## config.mk

```make
export PLATFORM = sky130hd
export DESIGN_NAME = dxt_block_decoder_unit
export DESIGN_NICKNAME = d
export VERILOG_FILES = /design/src/design/dxt_bd_pkg.sv /design/src/design/dxt_bd_palette.sv /design/src/design/dxt_bd_serial.sv /design/src/design/dxt_block_decoder_unit.sv
export SDC_FILE = /design/constraint.sdc
export NUM_CORES = 1
export LEC_CHECK = 0
export ABC_AREA = 0
export BUFFER_PORTS_ARGS = -buffer_cell sky130_fd_sc_hd__buf_2
export CELL_PAD_IN_SITES_DETAIL_PLACEMENT = 1
export CELL_PAD_IN_SITES_GLOBAL_PLACEMENT = 2
export CORE_ASPECT_RATIO = 0.75
export CORE_UTILIZATION = 40
export DETAILED_ROUTE_END_ITERATION = 8
export GPL_ROUTABILITY_DRIVEN = 0
export PLACE_DENSITY = 0.77
export SYNTH_ARGS = -nofsm -noshare
export SYNTH_HDL_FRONTEND = slang
export SYNTH_SLANG_ARGS = --single-unit
```

## constraint.sdc

```tcl
create_clock -name clk -period 6.3 [get_ports clk]
set_input_delay 0.63 -clock clk [delete_from_list [all_inputs] [get_ports clk]]
set_output_delay 0.63 -clock clk [all_outputs]
set_load 0.02 [all_outputs]
```

## src/design/dxt_bd_pkg.sv

```systemverilog
// Shared types and constants for the DXT block decoder.
package dxt_bd_pkg;

    localparam int unsigned IDX_BITS   = 2;
    localparam int unsigned NIB_BITS   = 4;
    localparam logic [3:0]  LAST_PIX   = 4'd15;
    localparam logic [9:0]  RECIP3     = 10'd683;   // 2^11 / 3, rounded up
    localparam int unsigned RECIP_SHFT = 11;
    localparam logic [7:0]  OPAQUE     = 8'hFF;
    localparam logic [7:0]  CLEAR      = 8'h00;

    typedef struct packed {
        logic [7:0] r;
        logic [7:0] g;
        logic [7:0] b;
        logic [7:0] a;
    } pixel_t;

    typedef pixel_t [3:0] palette_t;

    // One decoded block as handed from the palette stage to the serialiser
    typedef struct packed {
        palette_t    pal;
        logic [31:0] idx;
        logic [63:0] nibs;
        logic        bc2;
    } blk_t;

endpackage

```

## src/design/dxt_bd_palette.sv

```systemverilog
// Palette stage: endpoint expansion and interpolation, one block per cycle unless held by the serialiser.
module dxt_bd_palette
    import dxt_bd_pkg::*;
(
    input  logic        clk,
    input  logic        rst_n,
    input  logic        in_valid,
    input  logic [63:0] color_word,
    input  logic [63:0] alpha_word,
    input  logic        bc2,
    input  logic        take,
    output logic        ready,
    output logic        out_valid,
    output blk_t        blk
);

    logic valid_reg;
    blk_t blk_reg;
    blk_t blk_next;

    logic [15:0] e0;
    logic [15:0] e1;
    logic        four;
    logic [7:0]  ca [3];
    logic [7:0]  cb [3];
    logic [7:0]  c2 [3];
    logic [7:0]  c3 [3];

    function automatic logic [7:0] div3(input logic [9:0] s);
        logic [19:0] p;
        p = s * RECIP3;
        return p[18:RECIP_SHFT];
    endfunction

    assign ready = !valid_reg || take;

    always_comb
    begin
        e0   = color_word[15:0];
        e1   = color_word[31:16];
        four = bc2 || (e0 > e1);
        ca[0] = {e0[15:11], e0[15:13]};
        ca[1] = {e0[10:5],  e0[10:9]};
        ca[2] = {e0[4:0],   e0[4:2]};
        cb[0] = {e1[15:11], e1[15:13]};
        cb[1] = {e1[10:5],  e1[10:9]};
        cb[2] = {e1[4:0],   e1[4:2]};
        for (int ch = 0; ch < 3; ch++)
        begin
            if (four)
            begin
                c2[ch] = div3({1'b0, ca[ch], 1'b0} + {2'b00, cb[ch]} + 10'd1);
                c3[ch] = div3({2'b00, ca[ch]} + {1'b0, cb[ch], 1'b0} + 10'd1);
            end
            else
            begin
                c2[ch] = 8'(({1'b0, ca[ch]} + {1'b0, cb[ch]}) >> 1);
                c3[ch] = CLEAR;
            end
        end
        blk_next.pal[0] = '{r: ca[0], g: ca[1], b: ca[2], a: OPAQUE};
        blk_next.pal[1] = '{r: cb[0], g: cb[1], b: cb[2], a: OPAQUE};
        blk_next.pal[2] = '{r: c2[0], g: c2[1], b: c2[2], a: OPAQUE};
        blk_next.pal[3] = '{r: c3[0], g: c3[1], b: c3[2], a: (four ? OPAQUE : CLEAR)};
        blk_next.idx    = color_word[63:32];
        blk_next.nibs   = alpha_word;
        blk_next.bc2    = bc2;
    end

    always_ff @(posedge clk or negedge rst_n)
    begin
        if (!rst_n)
            valid_reg <= 1'b0;
        else if (ready)
            valid_reg <= in_valid;
    end

    always_ff @(posedge clk)
    begin
        if (ready && in_valid)
            blk_reg <= blk_next;
    end

    assign out_valid = valid_reg;
    assign blk       = blk_reg;

endmodule

```

## src/design/dxt_bd_serial.sv

```systemverilog
// Serialiser: walks one block's sixteen pixels into a registered output.
module dxt_bd_serial
    import dxt_bd_pkg::*;
(
    input  logic       clk,
    input  logic       rst_n,
    input  logic       blk_valid,
    input  blk_t       blk,
    output logic       take,
    output logic       pixel_valid,
    input  logic       pixel_stall,
    output logic [7:0] red,
    output logic [7:0] green,
    output logic [7:0] blue,
    output logic [7:0] alpha,
    output logic [1:0] pixel_column,
    output logic [1:0] pixel_row,
    output logic       last_pixel
);

    logic        busy_reg;
    logic [3:0]  cnt_reg;
    palette_t    pal_reg;
    logic [31:0] idx_reg;
    logic [63:0] nibs_reg;
    logic        bc2_reg;

    logic        ov_reg;
    pixel_t      pix_reg;
    logic [3:0]  pos_reg;
    logic        last_reg;

    logic        o_load;
    logic        adv;
    pixel_t      sel_pix;
    logic [3:0]  nib;

    assign o_load = !ov_reg || !pixel_stall;
    assign adv    = busy_reg && o_load;
    assign take   = !busy_reg || (adv && (cnt_reg == LAST_PIX));

    always_comb
    begin
        sel_pix = pal_reg[idx_reg[IDX_BITS-1:0]];
        nib     = nibs_reg[NIB_BITS-1:0];
        if (bc2_reg)
            sel_pix.a = {nib, nib};   // nibble * 17
    end

    always_ff @(posedge clk or negedge rst_n)
    begin
        if (!rst_n)
        begin
            busy_reg <= 1'b0;
            cnt_reg  <= '0;
            ov_reg   <= 1'b0;
        end
        else
        begin
            if (take)
            begin
                busy_reg <= blk_valid;
                cnt_reg  <= '0;
            end
            else if (adv)
                cnt_reg <= cnt_reg + 4'd1;
            if (o_load)
                ov_reg <= adv;
        end
    end

    always_ff @(posedge clk)
    begin
        if (take && blk_valid)
        begin
            pal_reg  <= blk.pal;
            idx_reg  <= blk.idx;
            nibs_reg <= blk.nibs;
            bc2_reg  <= blk.bc2;
        end
        else if (adv)
        begin
            idx_reg  <= idx_reg >> IDX_BITS;
            nibs_reg <= nibs_reg >> NIB_BITS;
        end
        if (adv)
        begin
            pix_reg  <= sel_pix;
            pos_reg  <= cnt_reg;
            last_reg <= (cnt_reg == LAST_PIX);
        end
    end

    assign pixel_valid  = ov_reg;
    assign red          = pix_reg.r;
    assign green        = pix_reg.g;
    assign blue         = pix_reg.b;
    assign alpha        = pix_reg.a;
    assign pixel_column = pos_reg[1:0];
    assign pixel_row    = pos_reg[3:2];
    assign last_pixel   = last_reg;

endmodule

```

## src/design/dxt_block_decoder_unit.sv

```systemverilog
// A block word passes the input, palette and serialiser registers on its way to the pixel outputs.
// Throughput: one pixel per cycle while pixel_stall is low; the serialiser takes the next block
// word as its last pixel advances; up to two more are held in the input and palette stages.
// Reset (rst_n, async, active low) empties every stage and sets format_mode to BC1.
// Stalls on the pixel side back up stage by stage; nothing is lost or repeated.
module dxt_block_decoder_unit
    import dxt_bd_pkg::*;
(
    input  logic        clk,
    input  logic        rst_n,
    // configuration: format_mode, 0 = BC1, 1 = BC2
    input  logic        format_mode_we,
    input  logic        format_mode_wdata,
    // block word in
    input  logic        block_valid,
    output logic        block_stall,
    input  logic [63:0] color_block,
    input  logic [63:0] alpha_block,
    // pixel word out
    output logic        pixel_valid,
    input  logic        pixel_stall,
    output logic [7:0]  red,
    output logic [7:0]  green,
    output logic [7:0]  blue,
    output logic [7:0]  alpha,
    output logic [1:0]  pixel_column,
    output logic [1:0]  pixel_row,
    output logic        last_pixel
);

    // Stage 1: input register, captures the block and the mode in force
    // Stage 2: palette (expand 565, interpolate by reciprocal multiply, or halve in three-colour mode)
    // Stage 3: serialiser, one pixel per cycle from the held palette while pixel_stall is low
    // Stage 4: output register inside the serialiser

    logic        mode_reg;
    logic        a_valid_reg;
    logic [63:0] a_color_reg;
    logic [63:0] a_alpha_reg;
    logic        a_bc2_reg;

    logic        pal_ready;
    logic        pal_valid;
    blk_t        pal_blk;
    logic        ser_take;
    logic        a_load;

    always_ff @(posedge clk or negedge rst_n)
    begin
        if (!rst_n)
            mode_reg <= 1'b0;
        else if (format_mode_we)
            mode_reg <= format_mode_wdata;
    end

    // stage 1 frees up whenever the palette stage can take its word
    assign block_stall = a_valid_reg && !pal_ready;
    assign a_load      = block_valid && !block_stall;

    always_ff @(posedge clk or negedge rst_n)
    begin
        if (!rst_n)
            a_valid_reg <= 1'b0;
        else if (!block_stall)
            a_valid_reg <= block_valid;
    end

    always_ff @(posedge clk)
    begin
        if (a_load)
        begin
            a_color_reg <= color_block;
            a_alpha_reg <= alpha_block;
            a_bc2_reg   <= mode_reg;
        end
    end

    dxt_bd_palette u_palette (
        .clk        (clk),
        .rst_n      (rst_n),
        .in_valid   (a_valid_reg),
        .color_word (a_color_reg),
        .alpha_word (a_alpha_reg),
        .bc2        (a_bc2_reg),
        .take       (ser_take),
        .ready      (pal_ready),
        .out_valid  (pal_valid),
        .blk        (pal_blk)
    );

    dxt_bd_serial u_serial (
        .clk          (clk),
        .rst_n        (rst_n),
        .blk_valid    (pal_valid),
        .blk          (pal_blk),
        .take         (ser_take),
        .pixel_valid  (pixel_valid),
        .pixel_stall  (pixel_stall),
        .red          (red),
        .green        (green),
        .blue         (blue),
        .alpha        (alpha),
        .pixel_column (pixel_column),
        .pixel_row    (pixel_row),
        .last_pixel   (last_pixel)
    );

endmodule

```

==> impl_metrics.yaml <==
outcome:
  outcome: "complete, no violations"
clock_network:
  cts_tree: "built"
  clockRootBuffer: "sky130_fd_sc_hd__clkbuf_16"
  worstSkewPairLatency_ns: 0.63
  cts-root-to-sink-buffers: 3
  clk_pin_slew_worst_paths_ns: 0.06
  numClockSinks: 527
  htree_num_levels: 2
  cts_made_buffers: 55
yosys:
  arithmetic_cell_share_of_the_synthesized_area_counting_full_adders_half_adders_and_majority_gates_pct: 25.18
  yosys.cell_types.count: 67
  synth_seq_cells: 527
  synth_edf_count: 518
  yosysSeqAreaShare_pct: 51.34
  syn_avg_cell_area_sq_um: 13.85
  synth_compound_area_share_pct: 6.188
  synthesis.instances: 2219
  synth.mux.area_fraction_pct: 4.604
  synth_fp_nets: 2894
  postSynth.topFlopCell: "sky130_fd_sc_hd__edfxtp_1"
  dominant_combinational_cell_family_by_area_after_synthesis: "adder cells"
  parity_gate_share_of_the_synthesized_area_counting_xor_and_xnor_cells_pct: 4.161
  async_reset_ff_share_pct: 1.708
  mappedNetlistArea_sq_mm: 0.03073
  synthesis.yosys.warnings: 0
  synthSimpleGateAreaFrac_pct: 4.010
die:
  die_x_um: 322.1
  die_area_sq_mm: 0.07796
  die_h_um: 242.1
  pin_count: 173
  core_area_sq_mm: 0.07555
  row_count: 87
  initial_util_pct: 40.68
drt:
  drc_violations: 0
  drt-initial-drc-count: 822
  post_drt_wl_per_cell_um: 20.24
  drt_pre_antenna_iters: 5
  antenna_violating_nets_remaining: 0
  wl_mm: 73.46
  vias: 18095
  post_drt_via_cell_ratio: 4.985
power_and_ir_drop:
  power.sequential.fraction_pct: 30.7
  internal-power_mw: 8.840
  p_switching_mw: 4.959
  power.ir.vdd_worst_v: 0.0002305
  clock_power_share_pct: 23.3
  leakagePower_nw: 15.37
  p_per_area_mw_per_mm2: 381.5
  total_power_mw: 13.80
  netSwitchingFraction_pct: 35.94
  power.share.combinational_pct: 46.0
global_routing:
  grt_pass1_vias: 19853
  antenna_found_initial: 6
  globalRouteOverflowTotal: 0
  global_route_wire_length_before_repair_mm: 114.1
  grt_start_max_net_pins: 179
  grt.total_usage_pct: 18.87
layout:
  final_core_utilization_pct: 47.87
  fillerInstances: 7779
  layout-drive-gt1-share_pct: 23.31
  area.growth.synth_to_final_pct: 17.67
  layout.cells.most_common_list: "sky130_fd_sc_hd__edfxtp_1, sky130_fd_sc_hd__ha_1, sky130_fd_sc_hd__inv_1"
  multiInputGateArea_sq_mm: 0.01413
  final_net_count: 3234
  layout_commonest_cell: "sky130_fd_sc_hd__edfxtp_1"
  largest_register_ffs: 178
  register_area_sq_mm: 0.01578
min_path:
  timing.hold.worst.start: "alpha_block[54]"
  timing.hold.worst_endpoint: "a_alpha_reg[54]$_DFFE_PP_"
  min_path_cells: 1
  hold_class: "primary input to flop"
sta:
  grt_setup_unrepaired: "yes"
  fmaxAchievable_ghz: 0.1605
  skew_final_ns: 0.03775
  holdWs_ns: 0.1732
  setup-tns-final_ns: 0
  timing_hold_violations_final: 0
  number_of_failing_setup_endpoints_in_the_final_timing_report: 0
  tightest_slew_ns: 1.186
  post-route-min-period_ns: 6.229
  final_min_period_over_clock_period_pct: 98.87
  worst_slew_margin_relative_to_its_limit_pct: 20.95
  final-max-slew-violation-count: 0
  postLayoutSetupSlackWorst_ns: 0.07111
worst_setup_path:
  critPathRequiredTime_ns: 6.65
  endpoint_kind: "flop"
  ff_to_ff_setup_slack_ns: 0.07
  r2r-start: "a_color_reg[19]$_DFFE_PP_"
  worst_setup_path_start_kind: "flop"
  crit_fanout: 4
  worst-r2r-cell-count: 24
  critPathKind: "flop to flop"
  critical_path.reg2reg.endpoint: "u_palette.blk[176]$_DFFE_PP_"
  worstPathArrival_ns: 6.58
placement:
  place.detailed.hpwl_mm: 55.57
  portBuffers: 172
  pre_cts_slack_ns: -0.2590
flow_run:
  drv_cap: 0
==> final cells by class <==
class	count	share of cell area, %
Inverter	313	3.263
Sequential cell	527	43.63
Antenna cell	3	0.02076
Clock buffer	72	3.982
Clock inverter	30	0.9376
Timing Repair Buffer	321	5.560
Tap cell	1023	3.539
Multi-Input combinational cell	1341	39.06
==> logic make-up (layout without fill, tap and decap cells) <==
kind of cell,count (synthesis),in the layout
fa+ha+maj,541,541
other cells,0,3
simple gates,251,251
buf+inv,351,736
xor+xnor,146,146
mux,120,120
compound gates,283,283
flops,527,527
==> critical path, stage by stage (launching register included) <==
cell and delay, ns:
sky130_fd_sc_hd__edfxtp_1 0.47, sky130_fd_sc_hd__ha_4 0.28, sky130_fd_sc_hd__a21o_1 0.18, sky130_fd_sc_hd__a21oi_2 0.18, sky130_fd_sc_hd__nor2b_2 0.09, sky130_fd_sc_hd__o41ai_2 0.41, sky130_fd_sc_hd__o21ba_2 0.26, sky130_fd_sc_hd__xnor2_4 0.17
sky130_fd_sc_hd__ha_4 0.25, sky130_fd_sc_hd__ha_1 0.27, sky130_fd_sc_hd__inv_1 0.05, sky130_fd_sc_hd__fa_1 0.53, sky130_fd_sc_hd__inv_1 0.06, sky130_fd_sc_hd__fa_1 0.51, sky130_fd_sc_hd__inv_1 0.06, sky130_fd_sc_hd__fa_1 0.51
sky130_fd_sc_hd__inv_1 0.07, sky130_fd_sc_hd__ha_4 0.24, sky130_fd_sc_hd__o31ai_4 0.07, sky130_fd_sc_hd__buf_4 0.18, sky130_fd_sc_hd__o21ai_4 0.07, sky130_fd_sc_hd__o41ai_4 0.34, sky130_fd_sc_hd__o211ai_2 0.17, sky130_fd_sc_hd__a2111oi_2 0.36
sky130_fd_sc_hd__and4bb_1 0.21
==> stage by stage <==
stage / instances / cell area (sq um)
finish: 3630 / 36160
global route: 3630 / 36160
CTS: 3590 / 35440
detailed placement: 3486 / 33560
global placement: 3486 / 33560
floorplan: 2219 / 30760
==> per-layer routing <==
metal,GRT usage (%),up-vias,share of wire (%)
met5,0,-,0.018
met4,3.880,2,1.4
met3,2.157,71,3.2
met2,30.38,249,47
met1,27.45,9172,49
li1,-,8601,-
==> power by group through the flow <==
stage                     Combinational, mW  Sequential, mW  Clock [mW]
after CTS                              6.04            4.24        3.31
final                                  6.34            4.24        3.22
after global placement                 5.68            4.30           0
after global routing                   7.19            4.25        3.41
after detailed placement               5.89            4.31           0
after floorplan                        4.12            4.33           0
==> synth_stat cells, types with 3 or more instances <==
cell | count | area share [%]
sky130_fd_sc_hd__dfrtp_1 | 9 | 0.73
sky130_fd_sc_hd__xor2_1 | 50 | 1.4
sky130_fd_sc_hd__mux2_2 | 91 | 3.3
sky130_fd_sc_hd__mux2i_1 | 21 | 0.68
sky130_fd_sc_hd__o21ai_0 | 37 | 0.60
sky130_fd_sc_hd__nor2b_1 | 18 | 0.37
sky130_fd_sc_hd__buf_2 | 14 | 0.23
sky130_fd_sc_hd__nand2b_1 | 7 | 0.14
sky130_fd_sc_hd__xnor2_1 | 96 | 2.7
sky130_fd_sc_hd__buf_1 | 4 | 0.049
sky130_fd_sc_hd__nand2_1 | 57 | 0.70
sky130_fd_sc_hd__inv_1 | 312 | 3.8
sky130_fd_sc_hd__and3_1 | 17 | 0.35
sky130_fd_sc_hd__clkbuf_1 | 11 | 0.13
sky130_fd_sc_hd__a21oi_1 | 104 | 1.7
sky130_fd_sc_hd__a31o_2 | 4 | 0.11
sky130_fd_sc_hd__nand4_1 | 10 | 0.20
sky130_fd_sc_hd__buf_4 | 5 | 0.12
sky130_fd_sc_hd__o2111ai_1 | 7 | 0.20
sky130_fd_sc_hd__edfxtp_1 | 518 | 51
sky130_fd_sc_hd__o21a_1 | 5 | 0.12
sky130_fd_sc_hd__ha_1 | 412 | 17
sky130_fd_sc_hd__a41oi_1 | 3 | 0.086
sky130_fd_sc_hd__nand3_1 | 24 | 0.39
sky130_fd_sc_hd__a31oi_1 | 7 | 0.14
sky130_fd_sc_hd__o211ai_1 | 4 | 0.098
sky130_fd_sc_hd__mux4_2 | 8 | 0.59
sky130_fd_sc_hd__o31ai_1 | 6 | 0.15
sky130_fd_sc_hd__o21ai_1 | 3 | 0.049
sky130_fd_sc_hd__fa_1 | 129 | 8.4
sky130_fd_sc_hd__a21o_1 | 37 | 0.90
sky130_fd_sc_hd__o22ai_1 | 3 | 0.061
sky130_fd_sc_hd__and2_1 | 15 | 0.31
sky130_fd_sc_hd__or3_1 | 5 | 0.10
sky130_fd_sc_hd__a211oi_1 | 15 | 0.37
sky130_fd_sc_hd__buf_6 | 4 | 0.15
sky130_fd_sc_hd__or2_2 | 3 | 0.061
sky130_fd_sc_hd__o21bai_1 | 23 | 0.56
sky130_fd_sc_hd__nor2_1 | 65 | 0.79
sky130_fd_sc_hd__nor3_1 | 22 | 0.36
==> timing repair <==
item / 4_1_cts / 5_1_grt
endpoints found under the setup margin: 14 / 34
hold buffers: 1 / 0
buffers inserted: 1 / 37
gates resized for setup: 18 / 80
hold endpoints to repair: 9 / 0
pin swaps: 6 / 62
==> worst max-delay path by stage <==
stage	from	end	slack, ns	cells past startpoint
5_1_grt	a_color_reg[2]$_DFFE_PP_	u_palette.blk[176]$_DFFE_PP_	-0.20	25
6_report	a_color_reg[19]$_DFFE_PP_	u_palette.blk[176]$_DFFE_PP_	0.07	24
4_1_cts	a_color_reg[18]$_DFFE_PP_	u_palette.blk[208]$_SDFFCE_PP0P_	0.008	24
3_5_place_dp	a_color_reg[4]$_DFFE_PP_	u_palette.blk[208]$_SDFFCE_PP0P_	-0.26	22
2_1_floorplan	a_color_reg[3]$_DFFE_PP_	u_palette.blk[176]$_DFFE_PP_	0.02	26
3_3_place_gp	a_color_reg[9]$_DFFE_PP_	u_palette.blk[181]$_DFFE_PP_	-0.03	24
Power figures use the tool's default switching activity.
